File: src/sv/rgb_image_scaler_macros.svh
// Assertion macros shared by the scaler modules.
`ifndef RGB_IMAGE_SCALER_MACROS_SVH
`define RGB_IMAGE_SCALER_MACROS_SVH

// Check a same-cycle implication on the rising clock edge, off during reset.
`define RIS_ASSERT_IMP(lbl, ante, cons, msg) \
  lbl: assert property (@(posedge clk) disable iff (rst) (ante) |-> (cons)) else $error(msg);

// Check a next-cycle implication on the rising clock edge, off during reset.
`define RIS_ASSERT_NXT(lbl, ante, cons, msg) \
  lbl: assert property (@(posedge clk) disable iff (rst) (ante) |=> (cons)) else $error(msg);

`endif

File: src/sv/ris_pkg.sv
// Shared constants, codes and types of the RGB image scaler.
`default_nettype none
package ris_pkg;
  localparam int MAX_SRC_WIDTH   = 128;
  localparam int MAX_SRC_HEIGHT  = 128;
  localparam int BYTES_PER_PIXEL = 3;

  localparam int XW          = $clog2(MAX_SRC_WIDTH);
  localparam int YW          = $clog2(MAX_SRC_HEIGHT);
  localparam int ADDR_W      = XW + YW;
  localparam int STORE_DEPTH = MAX_SRC_WIDTH * MAX_SRC_HEIGHT;

  localparam int CH_W    = 8;
  localparam int PIX_W   = CH_W * BYTES_PER_PIXEL;
  localparam int SRC_W   = 8;
  localparam int DST_W   = 12;
  localparam int FRAC_W  = 16;
  localparam int UV_W    = 8;
  localparam int RATIO_W = SRC_W + FRAC_W;
  localparam int PROD_W  = DST_W + RATIO_W;
  localparam int HI_W    = PROD_W - FRAC_W;
  localparam int NUM_W   = DST_W + SRC_W;
  localparam int REM_W   = DST_W + XW + 1;
  localparam int QCNT_W  = $clog2(XW + 1);
  localparam int W_W     = FRAC_W + 1;
  localparam int ACC_W   = FRAC_W + CH_W;
  localparam int HALF    = 1 << 15;

  localparam logic [W_W-1:0] W_ONE = W_W'(1) << FRAC_W;

  localparam int CFG_IDX_W  = 2;
  localparam int CFG_DATA_W = 12;

  typedef enum logic [CFG_IDX_W-1:0] {
    CFG_SOURCE_WIDTH  = 2'd0,
    CFG_SOURCE_HEIGHT = 2'd1,
    CFG_TARGET_WIDTH  = 2'd2,
    CFG_TARGET_HEIGHT = 2'd3
  } cfg_idx_t;

  typedef enum logic [1:0] {
    KIND_LOAD  = 2'd0,
    KIND_ERR   = 2'd1,
    KIND_NEAR  = 2'd2,
    KIND_BILIN = 2'd3
  } kind_t;

  // Effective sizes and scaling mode
  typedef struct packed {
    logic [SRC_W-1:0] sw;
    logic [SRC_W-1:0] sh;
    logic [DST_W-1:0] tw;
    logic [DST_W-1:0] th;
    logic             up;
  } scale_cfg_t;

  // One request from the address stage to the store access stage
  typedef struct packed {
    kind_t             kind;
    logic              we;
    logic [ADDR_W-1:0] addr0;
    logic [ADDR_W-1:0] addr1;
    logic [ADDR_W-1:0] addr2;
    logic [ADDR_W-1:0] addr3;
    logic [UV_W-1:0]   u;
    logic [UV_W-1:0]   v;
    logic [PIX_W-1:0]  wdata;
  } fetch_req_t;
endpackage
`default_nettype wire

File: src/sv/ris_ratio_div.sv
// Restoring divider for the 8.16 step ratio of one axis.
`default_nettype none
module ris_ratio_div (
  input  wire logic                      clk,
  input  wire logic                      rst,
  input  wire logic                      kick,
  input  wire logic [ris_pkg::SRC_W-1:0] src,
  input  wire logic [ris_pkg::DST_W-1:0] dst,
  output logic                           busy,
  output logic [ris_pkg::RATIO_W-1:0]    ratio
);
  import ris_pkg::*;

  localparam int CNT_W = $clog2(RATIO_W);

  logic               pend;
  logic               run;
  logic [CNT_W-1:0]   cnt;
  logic [RATIO_W-1:0] num;
  logic [DST_W-1:0]   rem;
  logic [RATIO_W-1:0] q;
  logic [DST_W:0]     trial;
  logic               ge;
  logic [RATIO_W-1:0] q_next;

  // Shift in one numerator bit and try the subtract
  always_comb begin
    trial  = {rem, num[RATIO_W-1]};
    ge     = trial >= {1'b0, dst};
    q_next = {q[RATIO_W-2:0], ge};
  end

  // Control: restart after reset or a register write
  always_ff @(posedge clk) begin
    if (rst) begin
      pend <= 1'b1;
      run  <= 1'b0;
      cnt  <= '0;
    end else if (kick) begin
      pend <= 1'b1;
      run  <= 1'b0;
    end else if (pend) begin
      pend <= 1'b0;
      run  <= 1'b1;
      cnt  <= '0;
    end else if (run) begin
      cnt <= cnt + CNT_W'(1);
      if (cnt == CNT_W'(RATIO_W - 1)) begin
        run <= 1'b0;
      end
    end
  end

  // Datapath: one quotient bit a cycle
  always_ff @(posedge clk) begin
    if (pend) begin
      num <= {src, FRAC_W'(0)};
      rem <= '0;
      q   <= '0;
    end else if (run) begin
      num <= num << 1;
      rem <= ge ? DST_W'(trial - {1'b0, dst}) : DST_W'(trial);
      q   <= q_next;
      if (cnt == CNT_W'(RATIO_W - 1)) begin
        ratio <= q_next + RATIO_W'(1);
      end
    end
  end

  assign busy = pend | run;
endmodule
`default_nettype wire

File: config.mk
export PLATFORM = sky130hd
export DESIGN_NAME = ris_ratio_div
export DESIGN_NICKNAME = d
export VERILOG_FILES = /design/src/sv/rgb_image_scaler_macros.svh /design/src/sv/ris_pkg.sv /design/src/sv/ris_ratio_div.sv
export SDC_FILE = /design/constraint.sdc
export NUM_CORES = 1
export LEC_CHECK = 0
export BUFFER_PORTS_ARGS = -buffer_cell sky130_fd_sc_hd__buf_2
export CAP_MARGIN = 15
export CELL_PAD_IN_SITES_DETAIL_PLACEMENT = 0
export CELL_PAD_IN_SITES_GLOBAL_PLACEMENT = 1
export CORE_AREA = 2 2 94 96
export DETAILED_ROUTE_END_ITERATION = 12
export DIE_AREA = 0 0 96 98
export PLACE_DENSITY = 0.84
export SYNTH_ARGS = -nofsm -noshare
export SYNTH_HDL_FRONTEND = slang
export SYNTH_SLANG_ARGS = --single-unit
File: constraint.sdc
create_clock -name clk -period 10.3 [get_ports clk]
set_clock_uncertainty 0.15 [all_clocks]
set_input_delay 2.575 -clock clk [delete_from_list [all_inputs] [get_ports clk]]
set_output_delay 2.575 -clock clk [all_outputs]
set_load 0.02 [all_outputs]
==> reports/qor.yml <==
yosysUniqueCellTypes: 57
max_freq_ghz: 0.185
root_buffer: "clkbuf_8"
die_w_um: 96
cts_num_sinks: 74
antenna_left: 0
cp_max_fo: 13
grt_max_degree: 50
drive_gt1_share_pct: 21.2
finalSetupViolCount: 0
track_usage_pct: 17.8
hold_viol: 0
routabilityCongestion: 0.878
power_density_nw_per_um2: 131
regToRegEndpoint: "ratio[6]$_DFFE_PP_"
syn_nets: 427
seq_area_um2: 1800
maxCapViolations: 0
fin_nets: 466
ys_async_sr_fraction_pct: 0
ys_warn_count: 0
synth_ff_type: "dfxtp_1"
syn_avg_cell_area_um2: 10.3
whs_path_depth: 2
area_growth_pct: 12.2
peakVddDrop_mv: 0.0732
outcome: "completed"
critPathKind: "in -> reg"
hp-class: "reg -> reg"
multi_input_area_um2: 2020
cp-endpoint: "ratio[6]$_DFFE_PP_"
slew_headroom_pct: 31.5
clkTransAtPathRegs_ns: 0.08
crit_chain: "buf_2, inv_1, ha_1, and2_4, nand4_4, nor3_4, o41a_1, nor2_1, inv_1, ha_1, nand3_1, or2_2, xnor2_1"
startpoint_type: "primary input"
cp_data_required_time_ns: 10.25
clk_path_buf_depth: 2
power_w: 0.000589
drtIter0Drc: 193
post_cts_buffers: 0
viasPerCell: 5.45
coreArea_um2: 8470
insertion_delay_ns: 0.34
leakagePower_nw: 1.82
end_kind: "flip-flop"
tns_ns: 0
place.port_buffers: 47
die_area_um2: 9410
rsz0062_at_grt: "false"
initial_utilization_pct: 47.3
postCtsHoldBufs: 0
reg2reg_from: "rem[5]$_SDFFE_PP0P_"
place_inst: 524
htree_levels: 3
num_rows: 34
worstRegToRegCells: 11
grt_overflow_total: 0
finalCritPeriodShare_pct: 52.5
maxSlewViolCount: 0
min_period_ns: 5.41
crit_start: "dst[6]"
hpwl_um: 5470
diodes: 0
io_pins: 48
grt_pass1_vias: 2839
numCtsBuffers: 9
synth-seq-area-share_pct: 45.0
slowest_delay_ns: 0.49
firstDrtPassIters: 4
stdcell_count: 541
syn-instance-count: 389
grt_first_pass_wirelength_um: 13300
die_h_um: 98
reg2reg_slack_ns: 6.88
final.fill_count: 779
routedWlPerCell_um: 14.6
antenna_found_initial: 0
synth_edf_count: 32
cp.arrival_ns: 5.36
ys_seq_elements: 74
num_vias: 2949
crit_path_top_delay_cell: "o41a_1"
drt-total-wl_um: 7900
netlist_area_um2: 4000
cts_tree: "built"
tightest_slew_ns: 1.03
drc: 0
ctsResizeCount: 0
-- flip-flops by register name (all words and copies together), names as in the netlist --
| signal | count |
|---|---|
| rem | 12 |
| cnt | 5 |
| num | 8 |
| pend | 1 |
| ratio | 24 |
| q | 23 |
| run | 1 |
-- cells by family after synthesis --
family | after synthesis | synth area share, %
xor gates and xnor gates | 31 | 6.79
buffers and inverters | 41 | 4.63
muxes | 32 | 8.29
and+or+nand+nor | 132 | 17.3
AOI/OAI and AO/OA | 64 | 13.1
adders and majority gates | 15 | 4.88
DFF | 74 | 45.0
-- layer usage --
metal / GRT usage (%) / routed length (um) / vias up
li1: - / - / 1490
met1: 25.7 / 3830 / 1388
met2: 26.8 / 3660 / 60
met3: 3.47 / 328 / 11
met4: 5.82 / 87 / 0
met5: 0 / 0 / -
-- final cells by class --
class	count	share of cell area (%)
Multi-Input combinational cell	274	44.9
Sequential cell	74	40.2
Timing Repair Buffer	50	6.02
Tap cell	108	3.01
Clock buffer	10	2.84
Inverter	19	1.59
Clock inverter	6	1.48
-- cells in the final DEF, fill, tap and decap left out, drive strengths merged, types with 3 or more instances in the layout --
cell type	instances
edfxtp	32
nand4	15
mux2i	23
nor3	7
a21oi	13
o21a	3
xnor2	15
inv	20
nand2	15
and3	5
and4	5
clkbuf	10
o21ai	12
a31oi	3
nor2	47
nor2b	3
clkinv	4
or2	3
a311oi	9
ha	14
xor2	16
a21o	6
and2	5
nand3	18
mux2	9
nand2b	4
buf	50
dfxtp	42
-- power by group --
group	switching [W]	internal (W)
Sequential	0.00000293	0.000309
Combinational	0.0000307	0.0000232
Clock	0.000110	0.000113
Total	0.000143	0.000445
-- critical path, delay by kind of cell --
family | cells | cell delay [ns]
adder cells (fa/ha/maj) | 2 | 0.67
XOR/XNOR | 1 | 0.13
AO/OA/AOI/OAI | 1 | 0.49
AND/OR/NAND/NOR | 6 | 1.29
buffers and inverters | 3 | 0.20
-- worst min-delay path by stage --
stage                               startpoint              endpoint  slack, ns
after floorplan            rem[8]$_SDFFE_PP0P_   rem[8]$_SDFFE_PP0P_       0.31
after global placement     rem[8]$_SDFFE_PP0P_   rem[8]$_SDFFE_PP0P_       0.34
after detailed placement   rem[8]$_SDFFE_PP0P_   rem[8]$_SDFFE_PP0P_       0.36
after CTS                  rem[8]$_SDFFE_PP0P_   rem[8]$_SDFFE_PP0P_       0.37
after global routing      rem[10]$_SDFFE_PP0P_  rem[10]$_SDFFE_PP0P_       0.39
final                      rem[8]$_SDFFE_PP0P_   rem[8]$_SDFFE_PP0P_       0.36
-- Yosys cell counts (all sizes together) (2+ instances only) --
cell type  number  area share (%)
ha             14             4.4
edfxtp         32              24
and3            5            0.78
a21o            6             1.1
a2111oi         2             1.1
or2             3            0.47
o311ai          2            0.44
nand2b          4            0.63
dfxtp          42              21
nor2           47             4.4
o21ai          12             1.5
a31oi           3            0.84
nor2b           3            0.47
o21a            3            0.56
mux2i          23             5.8
a311oi          9             2.1
inv            19             1.8
a211o           2            0.44
xnor2          15             3.3
nand4          15             2.7
nand3          18             2.4
nor3            7             1.2
o211ai          2            0.38
clkbuf         12             1.1
or3             2            0.31
xor2           16             3.5
a211oi          2            0.38
buf            10             1.7
o2111ai         2            0.59
a21oi          13             1.7
nand2          15             1.4
and4            5             1.1
and2            5            0.91
mux2            9             2.5
-- per-stage QoR --
stage | cell area, um^2 | util, % | hold WS (ns) | setup WS, ns
finish | 4490 | 53.0 | 0.364 | 4.89
global placement | 4280 | 50.5 | 0.341 | 4.63
global route | 4490 | 53.0 | 0.392 | 4.64
floorplan | 4000 | - | 0.315 | 5.22
CTS | 4470 | 52.8 | 0.366 | 4.90
detailed placement | 4280 | 50.5 | 0.356 | 4.53
No activity file was read; power rests on OpenSTA's default activity.
