===== config.mk =====
export PLATFORM = sky130hd
export DESIGN_NAME = ris_addr_gen
export DESIGN_NICKNAME = d
export VERILOG_FILES = /design/src/sv/ris_pkg.sv /design/src/sv/ris_addr_gen.sv
export VERILOG_INCLUDE_DIRS = /design/src /design/src/sv
export SDC_FILE = /design/constraint.sdc
export NUM_CORES = 2
export LEC_CHECK = 0
export ABC_CLOCK_PERIOD_IN_PS = 7000
export BUFFER_PORTS_ARGS = -buffer_cell sky130_fd_sc_hd__buf_2
export CORE_MARGIN = 2
export CORE_UTILIZATION = 40
export DETAILED_ROUTE_END_ITERATION = 8
export REMOVE_ABC_BUFFERS = 1
export SETUP_SLACK_MARGIN = 0.02
export SYNTH_ARGS = -nofsm -noshare
export SYNTH_HDL_FRONTEND = slang
export SYNTH_SLANG_ARGS = --single-unit

===== constraint.sdc =====
create_clock -name clk -period 7 [get_ports clk]
set_input_delay 1.4 -clock clk [delete_from_list [all_inputs] [get_ports clk]]
set_output_delay 1.4 -clock clk [all_outputs]
set_load 0.03 [all_outputs]

===== src/sv/rgb_image_scaler_macros.svh =====
// Assertion macros shared by the scaler modules.
`ifndef RGB_IMAGE_SCALER_MACROS_SVH
`define RGB_IMAGE_SCALER_MACROS_SVH

// Check a same-cycle implication on the rising clock edge, off during reset.
`define RIS_ASSERT_IMP(lbl, ante, cons, msg) \
  lbl: assert property (@(posedge clk) disable iff (rst) (ante) |-> (cons)) else $error(msg);

// Check a next-cycle implication on the rising clock edge, off during reset.
`define RIS_ASSERT_NXT(lbl, ante, cons, msg) \
  lbl: assert property (@(posedge clk) disable iff (rst) (ante) |=> (cons)) else $error(msg);

`endif


===== src/sv/ris_pkg.sv =====
// Shared constants, codes and types of the RGB image scaler.
`default_nettype none
package ris_pkg;
  localparam int MAX_SRC_WIDTH   = 128;
  localparam int MAX_SRC_HEIGHT  = 128;
  localparam int BYTES_PER_PIXEL = 3;

  localparam int XW          = $clog2(MAX_SRC_WIDTH);
  localparam int YW          = $clog2(MAX_SRC_HEIGHT);
  localparam int ADDR_W      = XW + YW;
  localparam int STORE_DEPTH = MAX_SRC_WIDTH * MAX_SRC_HEIGHT;

  localparam int CH_W    = 8;
  localparam int PIX_W   = CH_W * BYTES_PER_PIXEL;
  localparam int SRC_W   = 8;
  localparam int DST_W   = 12;
  localparam int FRAC_W  = 16;
  localparam int UV_W    = 8;
  localparam int RATIO_W = SRC_W + FRAC_W;
  localparam int PROD_W  = DST_W + RATIO_W;
  localparam int HI_W    = PROD_W - FRAC_W;
  localparam int NUM_W   = DST_W + SRC_W;
  localparam int REM_W   = DST_W + XW + 1;
  localparam int QCNT_W  = $clog2(XW + 1);
  localparam int W_W     = FRAC_W + 1;
  localparam int ACC_W   = FRAC_W + CH_W;
  localparam int HALF    = 1 << 15;

  localparam logic [W_W-1:0] W_ONE = W_W'(1) << FRAC_W;

  localparam int CFG_IDX_W  = 2;
  localparam int CFG_DATA_W = 12;

  typedef enum logic [CFG_IDX_W-1:0] {
    CFG_SOURCE_WIDTH  = 2'd0,
    CFG_SOURCE_HEIGHT = 2'd1,
    CFG_TARGET_WIDTH  = 2'd2,
    CFG_TARGET_HEIGHT = 2'd3
  } cfg_idx_t;

  typedef enum logic [1:0] {
    KIND_LOAD  = 2'd0,
    KIND_ERR   = 2'd1,
    KIND_NEAR  = 2'd2,
    KIND_BILIN = 2'd3
  } kind_t;

  // Effective sizes and scaling mode
  typedef struct packed {
    logic [SRC_W-1:0] sw;
    logic [SRC_W-1:0] sh;
    logic [DST_W-1:0] tw;
    logic [DST_W-1:0] th;
    logic             up;
  } scale_cfg_t;

  // One request from the address stage to the store access stage
  typedef struct packed {
    kind_t             kind;
    logic              we;
    logic [ADDR_W-1:0] addr0;
    logic [ADDR_W-1:0] addr1;
    logic [ADDR_W-1:0] addr2;
    logic [ADDR_W-1:0] addr3;
    logic [UV_W-1:0]   u;
    logic [UV_W-1:0]   v;
    logic [PIX_W-1:0]  wdata;
  } fetch_req_t;
endpackage
`default_nettype wire


===== src/sv/ris_addr_gen.sv =====
// Request intake, position multiply, nearest divide and store address generation.
`default_nettype none
`include "rgb_image_scaler_macros.svh"
module ris_addr_gen (
  input  wire logic                        clk,
  input  wire logic                        rst,
  input  wire logic                        hold,
  input  wire logic                        start,
  output logic                             busy,
  input  wire logic                        opcode,
  input  wire logic [11:0]                 pos_x,
  input  wire logic [11:0]                 pos_y,
  input  wire logic [7:0]                  red_in,
  input  wire logic [7:0]                  green_in,
  input  wire logic [7:0]                  blue_in,
  input  wire ris_pkg::scale_cfg_t         cfg,
  input  wire logic [ris_pkg::RATIO_W-1:0] ratio_x,
  input  wire logic [ris_pkg::RATIO_W-1:0] ratio_y,
  output logic                             req_valid,
  output ris_pkg::fetch_req_t              req,
  input  wire logic                        req_ready
);
  import ris_pkg::*;

  // Stage A: accepted request and products
  logic              a_v;
  kind_t             a_kind;
  logic              a_we;
  logic [ADDR_W-1:0] a_waddr;
  logic [PIX_W-1:0]  a_wdata;
  logic [PROD_W-1:0] a_prod_x;
  logic [PROD_W-1:0] a_prod_y;
  logic [NUM_W-1:0]  a_num_x;
  logic [NUM_W-1:0]  a_num_y;

  // Stage B: positions and nearest quotients
  logic              b_v;
  kind_t             b_kind;
  logic              b_we;
  logic [ADDR_W-1:0] b_waddr;
  logic [PIX_W-1:0]  b_wdata;
  logic [PROD_W-1:0] b_pos_x;
  logic [PROD_W-1:0] b_pos_y;
  logic [REM_W-1:0]  b_rem_x;
  logic [REM_W-1:0]  b_rem_y;
  logic [XW-1:0]     b_qx;
  logic [YW-1:0]     b_qy;
  logic [QCNT_W-1:0] b_cnt;

  logic accept;
  logic a_adv;
  logic b_adv;
  logic b_done;
  logic in_err;
  kind_t in_kind;

  logic [REM_W-1:0] dx;
  logic [REM_W-1:0] dy;
  logic             gx;
  logic             gy;

  logic [HI_W-1:0] hi_x;
  logic [HI_W-1:0] hi_y;
  logic [HI_W-1:0] sw_ext;
  logic [HI_W-1:0] sh_ext;
  logic [XW-1:0]   x0;
  logic [XW-1:0]   x1;
  logic [YW-1:0]   y0;
  logic [YW-1:0]   y1;

  // Decide the request kind at intake
  always_comb begin
    in_err = (pos_x >= cfg.tw) || (pos_y >= cfg.th);
    if (!opcode) begin
      in_kind = KIND_LOAD;
    end else if (in_err) begin
      in_kind = KIND_ERR;
    end else if (cfg.up) begin
      in_kind = KIND_BILIN;
    end else begin
      in_kind = KIND_NEAR;
    end
  end

  assign b_done = (b_kind != KIND_NEAR) || (b_cnt == QCNT_W'(XW));
  assign b_adv  = b_v && b_done && req_ready;
  assign a_adv  = a_v && (!b_v || b_adv);
  assign busy   = hold || (a_v && !a_adv);
  assign accept = start && !busy;

  // Advance the valid flags
  always_ff @(posedge clk) begin
    if (rst) begin
      a_v <= 1'b0;
      b_v <= 1'b0;
    end else begin
      if (accept) begin
        a_v <= 1'b1;
      end else if (a_adv) begin
        a_v <= 1'b0;
      end
      if (a_adv) begin
        b_v <= 1'b1;
      end else if (b_adv) begin
        b_v <= 1'b0;
      end
    end
  end

  // Stage A: capture the request, multiply positions
  always_ff @(posedge clk) begin
    if (accept) begin
      a_kind   <= in_kind;
      a_we     <= (int'(pos_x) < MAX_SRC_WIDTH) && (int'(pos_y) < MAX_SRC_HEIGHT);
      a_waddr  <= {pos_y[YW-1:0], pos_x[XW-1:0]};
      a_wdata  <= {blue_in, green_in, red_in};
      a_prod_x <= pos_x * ratio_x;
      a_prod_y <= pos_y * ratio_y;
      a_num_x  <= pos_x * cfg.sw;
      a_num_y  <= pos_y * cfg.sh;
    end
  end

  // Nearest divide: fixed divisor, shifting remainder
  always_comb begin
    dx = REM_W'(cfg.tw) << (XW - 1);
    dy = REM_W'(cfg.th) << (YW - 1);
    gx = b_rem_x >= dx;
    gy = b_rem_y >= dy;
  end

  // Stage B: add the center offset, or iterate the nearest divide
  always_ff @(posedge clk) begin
    if (a_adv) begin
      b_kind  <= a_kind;
      b_we    <= a_we;
      b_waddr <= a_waddr;
      b_wdata <= a_wdata;
      b_pos_x <= a_prod_x + PROD_W'(ratio_x >> 1) + PROD_W'(HALF);
      b_pos_y <= a_prod_y + PROD_W'(ratio_y >> 1) + PROD_W'(HALF);
      b_rem_x <= REM_W'(a_num_x);
      b_rem_y <= REM_W'(a_num_y);
      b_qx    <= '0;
      b_qy    <= '0;
      b_cnt   <= '0;
    end else if (b_v && !b_done) begin
      b_rem_x <= (gx ? b_rem_x - dx : b_rem_x) << 1;
      b_rem_y <= (gy ? b_rem_y - dy : b_rem_y) << 1;
      b_qx    <= XW'({b_qx, gx});
      b_qy    <= YW'({b_qy, gy});
      b_cnt   <= b_cnt + QCNT_W'(1);
    end
  end

  // Clamp the four neighbors to the image edges
  always_comb begin
    hi_x   = b_pos_x[PROD_W-1:FRAC_W];
    hi_y   = b_pos_y[PROD_W-1:FRAC_W];
    sw_ext = HI_W'(cfg.sw);
    sh_ext = HI_W'(cfg.sh);
    if (hi_x == '0) begin
      x0 = '0;
    end else if ((hi_x - HI_W'(1)) >= sw_ext) begin
      x0 = XW'(cfg.sw - SRC_W'(1));
    end else begin
      x0 = XW'(hi_x - HI_W'(1));
    end
    x1 = (hi_x >= sw_ext) ? XW'(cfg.sw - SRC_W'(1)) : XW'(hi_x);
    if (hi_y == '0) begin
      y0 = '0;
    end else if ((hi_y - HI_W'(1)) >= sh_ext) begin
      y0 = YW'(cfg.sh - SRC_W'(1));
    end else begin
      y0 = YW'(hi_y - HI_W'(1));
    end
    y1 = (hi_y >= sh_ext) ? YW'(cfg.sh - SRC_W'(1)) : YW'(hi_y);
  end

  // Build the store request
  always_comb begin
    req.kind  = b_kind;
    req.we    = b_we;
    req.wdata = b_wdata;
    req.u     = b_pos_x[FRAC_W-1 -: UV_W];
    req.v     = b_pos_y[FRAC_W-1 -: UV_W];
    req.addr1 = {y0, x1};
    req.addr2 = {y1, x0};
    req.addr3 = {y1, x1};
    case (b_kind)
      KIND_LOAD: req.addr0 = b_waddr;
      KIND_NEAR: req.addr0 = {b_qy, b_qx};
      default:   req.addr0 = {y0, x0};
    endcase
  end

  assign req_valid = b_v && b_done;

  `RIS_ASSERT_IMP(a_near_in_range, b_v && (b_kind == KIND_NEAR) && b_done, (SRC_W'(b_qx) < cfg.sw) && (SRC_W'(b_qy) < cfg.sh), "nearest index beyond source size")
  `RIS_ASSERT_NXT(a_intake_held, start && !busy, a_v, "accepted request not captured")
endmodule
`default_nettype wire


==> metrics.txt <==
first-pass GRT wire length=~160 mm; Synth top area share=0.282; area grow syn2layout=12.6%; dpl hpwl=about 80 mm; final hold vios=0; Cell Pwr Density=about 400 nW/um^2; Final GP Congestion=about 0.87; top post-synthesis cells by area=fa_1 (28%), edfxtp_1 (22%), ha_1 (13%); Crit Path Max Fanout=6; Routed WL=between 90 and 100 mm; Post-CTS Setup Inserts=0; Post-synth EDFFs=290; most frequent cells in the layout=inv_1 (749), nand2_1 (645), fa_1 (562), ha_1 (402), edfxtp_1 (290); later-pin clock latency in the skew report=0.57 ns; commonest non-fill, non-tap cell in the layout=inv_1; GR Overflow Total=0; PostCTS Resize Cnt=0; CP Launch Type=input pin; WP depth=22; most used cell, CP=fa_1; Port Buffers=243; CTS tree=built; layout cell share with drive strength beyond 1=0.126; post-route setup slack=0.344 ns; slowest cell on the critical path=fa_1; outcome=complete, no violations; vias=28,900; max-cap viol count=0; hold path endpoint=b_kind[0]$_DFFE_PP_; vias in the first global route=between 30,000 and 40,000; TritonCTS buffer count=38; # hold bufs at CTS=0; clock period minus worst slack=6.66 ns; die height=320 um; CP top delay family=adder cells; Total Power=17,900 uW; Remaining DRCs=0; Worst VDD drop=roughly 0.45 mV; Layout Skew=around 0.026 ns; FFs w/ async S/R, synth=0; hold_sp=a_kind[0]$_SDFFCE_PN0P_; R2R Path Start=b_kind[1]$_DFFE_PP_; ANT nets after route=0; core footprint=~99,000 um^2; GRT Total Usage=0.195; max frequency=around 150 MHz; Seq cells post-synth=a little over 300; Hold Path Class=reg -> reg; # clock sinks=309; largest area contributor in the netlist=fa_1; post-synthesis sequential area ratio=0.228; Warnings, synthesis=0; DR pass1 iterations=5; Crit path largest cell delay=between 0.5 and 0.6 ns; worst path required time=approximately 7.3 ns; H-tree Lvls=2; flop2flop setup slack=about 3.0 ns; crit end category=flop; pre-CTS WS=-0.230 ns; R2R depth=8; Leakage=0.0219 uW; WHS Path Cells=0; Setup CP Type=in -> reg; Slew @ Worst Pin=between 1 and 1.5 ns; # fillers=between 9,000 and 10,000; Crit path arrival time=about 7 ns; critical path, cell by cell=buf_2, nand2_1, fa_1, inv_1, fa_1, fa_1, fa_1, inv_1, fa_1, inv_1, ha_1, a21o_1, a21oi_1, o21ai_1, a2111o_1, o21ai_1, a21oi_1, o2111ai_1, nand4b_1, a221o_1, a21o_1, xnor2_1; die width=between 300 and 400 um; Root Driver=clkbuf_16; post-placement cell count=5,723; Via density=4.99; prevailing post-synth register cell=edfxtp_1; Iter 0 DRT Violations=~1,600; Post-Syn Instances=between 4,000 and 5,000; final core occ=0.455; I/O Pins=between 200 and 250; largest net degree at the start of global routing=94; Clock Path Buffers=3; CP Buf/Inv Count=4; RSZ-0062 raised after global routing=false; period utilisation layout=0.951; clock transition at the registers of the reported paths=~0.060 ns; routed len/inst=approximately 17 um; row count=115; Avg Inst Size Synth=9.59 um^2; Die ar.=between 100,000 and 150,000 um^2; Slew headroom=0.210; initial antenna violation count=6; Starting Density=0.404; Slew Limit Fails=0; Final Non-Filler Cells=roughly 5,800; # setup viols final=0; Nets=approximately 5,600; worst r2r dst=b_rem_x[0]$_SDFFCE_PN0P_; Cell variety after synth=86; synthesized area=around 40,000 um^2; Fin Setup TNS=0 ns
==> state kept, by name, summed over array words and instances, names as in the netlist, 2 cells and up <==
register / count
a_prod_y: 36
a_prod_x: 36
a_kind: 2
b_pos_x: 28
b_qy: 7
a_waddr: 14
b_kind: 2
b_cnt: 3
a_wdata: 24
b_rem_x: 20
b_pos_y: 28
b_qx: 7
b_rem_y: 20
a_num_y: 20
b_wdata: 24
a_num_x: 20
b_waddr: 14
==> area by class of cell <==
class | instances | area [um^2] | area share
tap | 1287 | 1610 | 0.0358
antenna | 3 | 7.51 | 0.000167
clock inverter | 19 | 274 | 0.00610
timing repair buffer | 470 | 2950 | 0.0655
inverter | 753 | 2830 | 0.0630
sequential | 309 | 9090 | 0.202
clock buffer | 49 | 1040 | 0.0232
multi-input combinational | 2904 | 27100 | 0.604
==> cell families (layout without fill, tap and decap cells) <==
group           count (synthesis)  in the layout  share of synthesized area
other cells                     0              3                          0
buf+inv                       947           1291                     0.0925
flops                         309            309                      0.228
fa+ha+maj                     964            964                      0.408
mux                            51             51                     0.0129
compound gates                434            434                     0.0722
xor+xnor                      163            163                     0.0358
simple gates                 1292           1292                      0.151
==> worst max path at each step <==
stage / endpoint / start
finish: a_prod_y[35]$_DFFE_PP_ / pos_y[7]
global route: a_prod_y[35]$_DFFE_PP_ / pos_y[7]
CTS: a_prod_y[35]$_DFFE_PP_ / pos_y[3]
detailed placement: a_prod_y[35]$_DFFE_PP_ / pos_y[3]
global placement: a_prod_x[34]$_DFFE_PP_ / pos_x[4]
floorplan: b_rem_x[0]$_SDFFCE_PN0P_ / req_ready
==> cell usage after synthesis, types with 9 or more instances <==
cell type	count
a211oi_1	11
a21o_1	61
a21oi_1	135
a31oi_1	9
and2_1	279
and3_1	13
buf_4	32
clkbuf_1	156
dfxtp_1	19
edfxtp_1	290
fa_1	562
ha_1	402
inv_1	750
mux2i_1	47
nand2_1	645
nand2b_1	24
nand3_1	32
nand4_1	14
nor2_1	179
nor2b_1	27
nor3_1	31
o21a_1	29
o21ai_0	57
o21ai_1	26
o21bai_1	13
xnor2_1	121
xor2_1	42
==> metrics by stage <==
stage	hold WS, ns	instance area [um^2]
after floorplan	0.400	39100
after global placement	0.401	43600
after detailed placement	0.405	43600
after CTS	0.416	44900
after global routing	0.420	44900
final	0.415	45000
==> metal layers <==
layer	wire length (um)	vias up	GRT usage
met5	13	-	0
met4	2340	2	0.0491
met3	6050	137	0.0282
met2	44700	743	0.318
met1	45000	14300	0.274
li1	-	13800	-
==> power breakdown <==
group	switching [uW]	internal (uW)	leakage, uW
combinational	6630	5850	0.0184
sequential	170	3080	0.00286
clock	849	1280	0.000643
No activity file was read; power rests on OpenSTA's default activity.
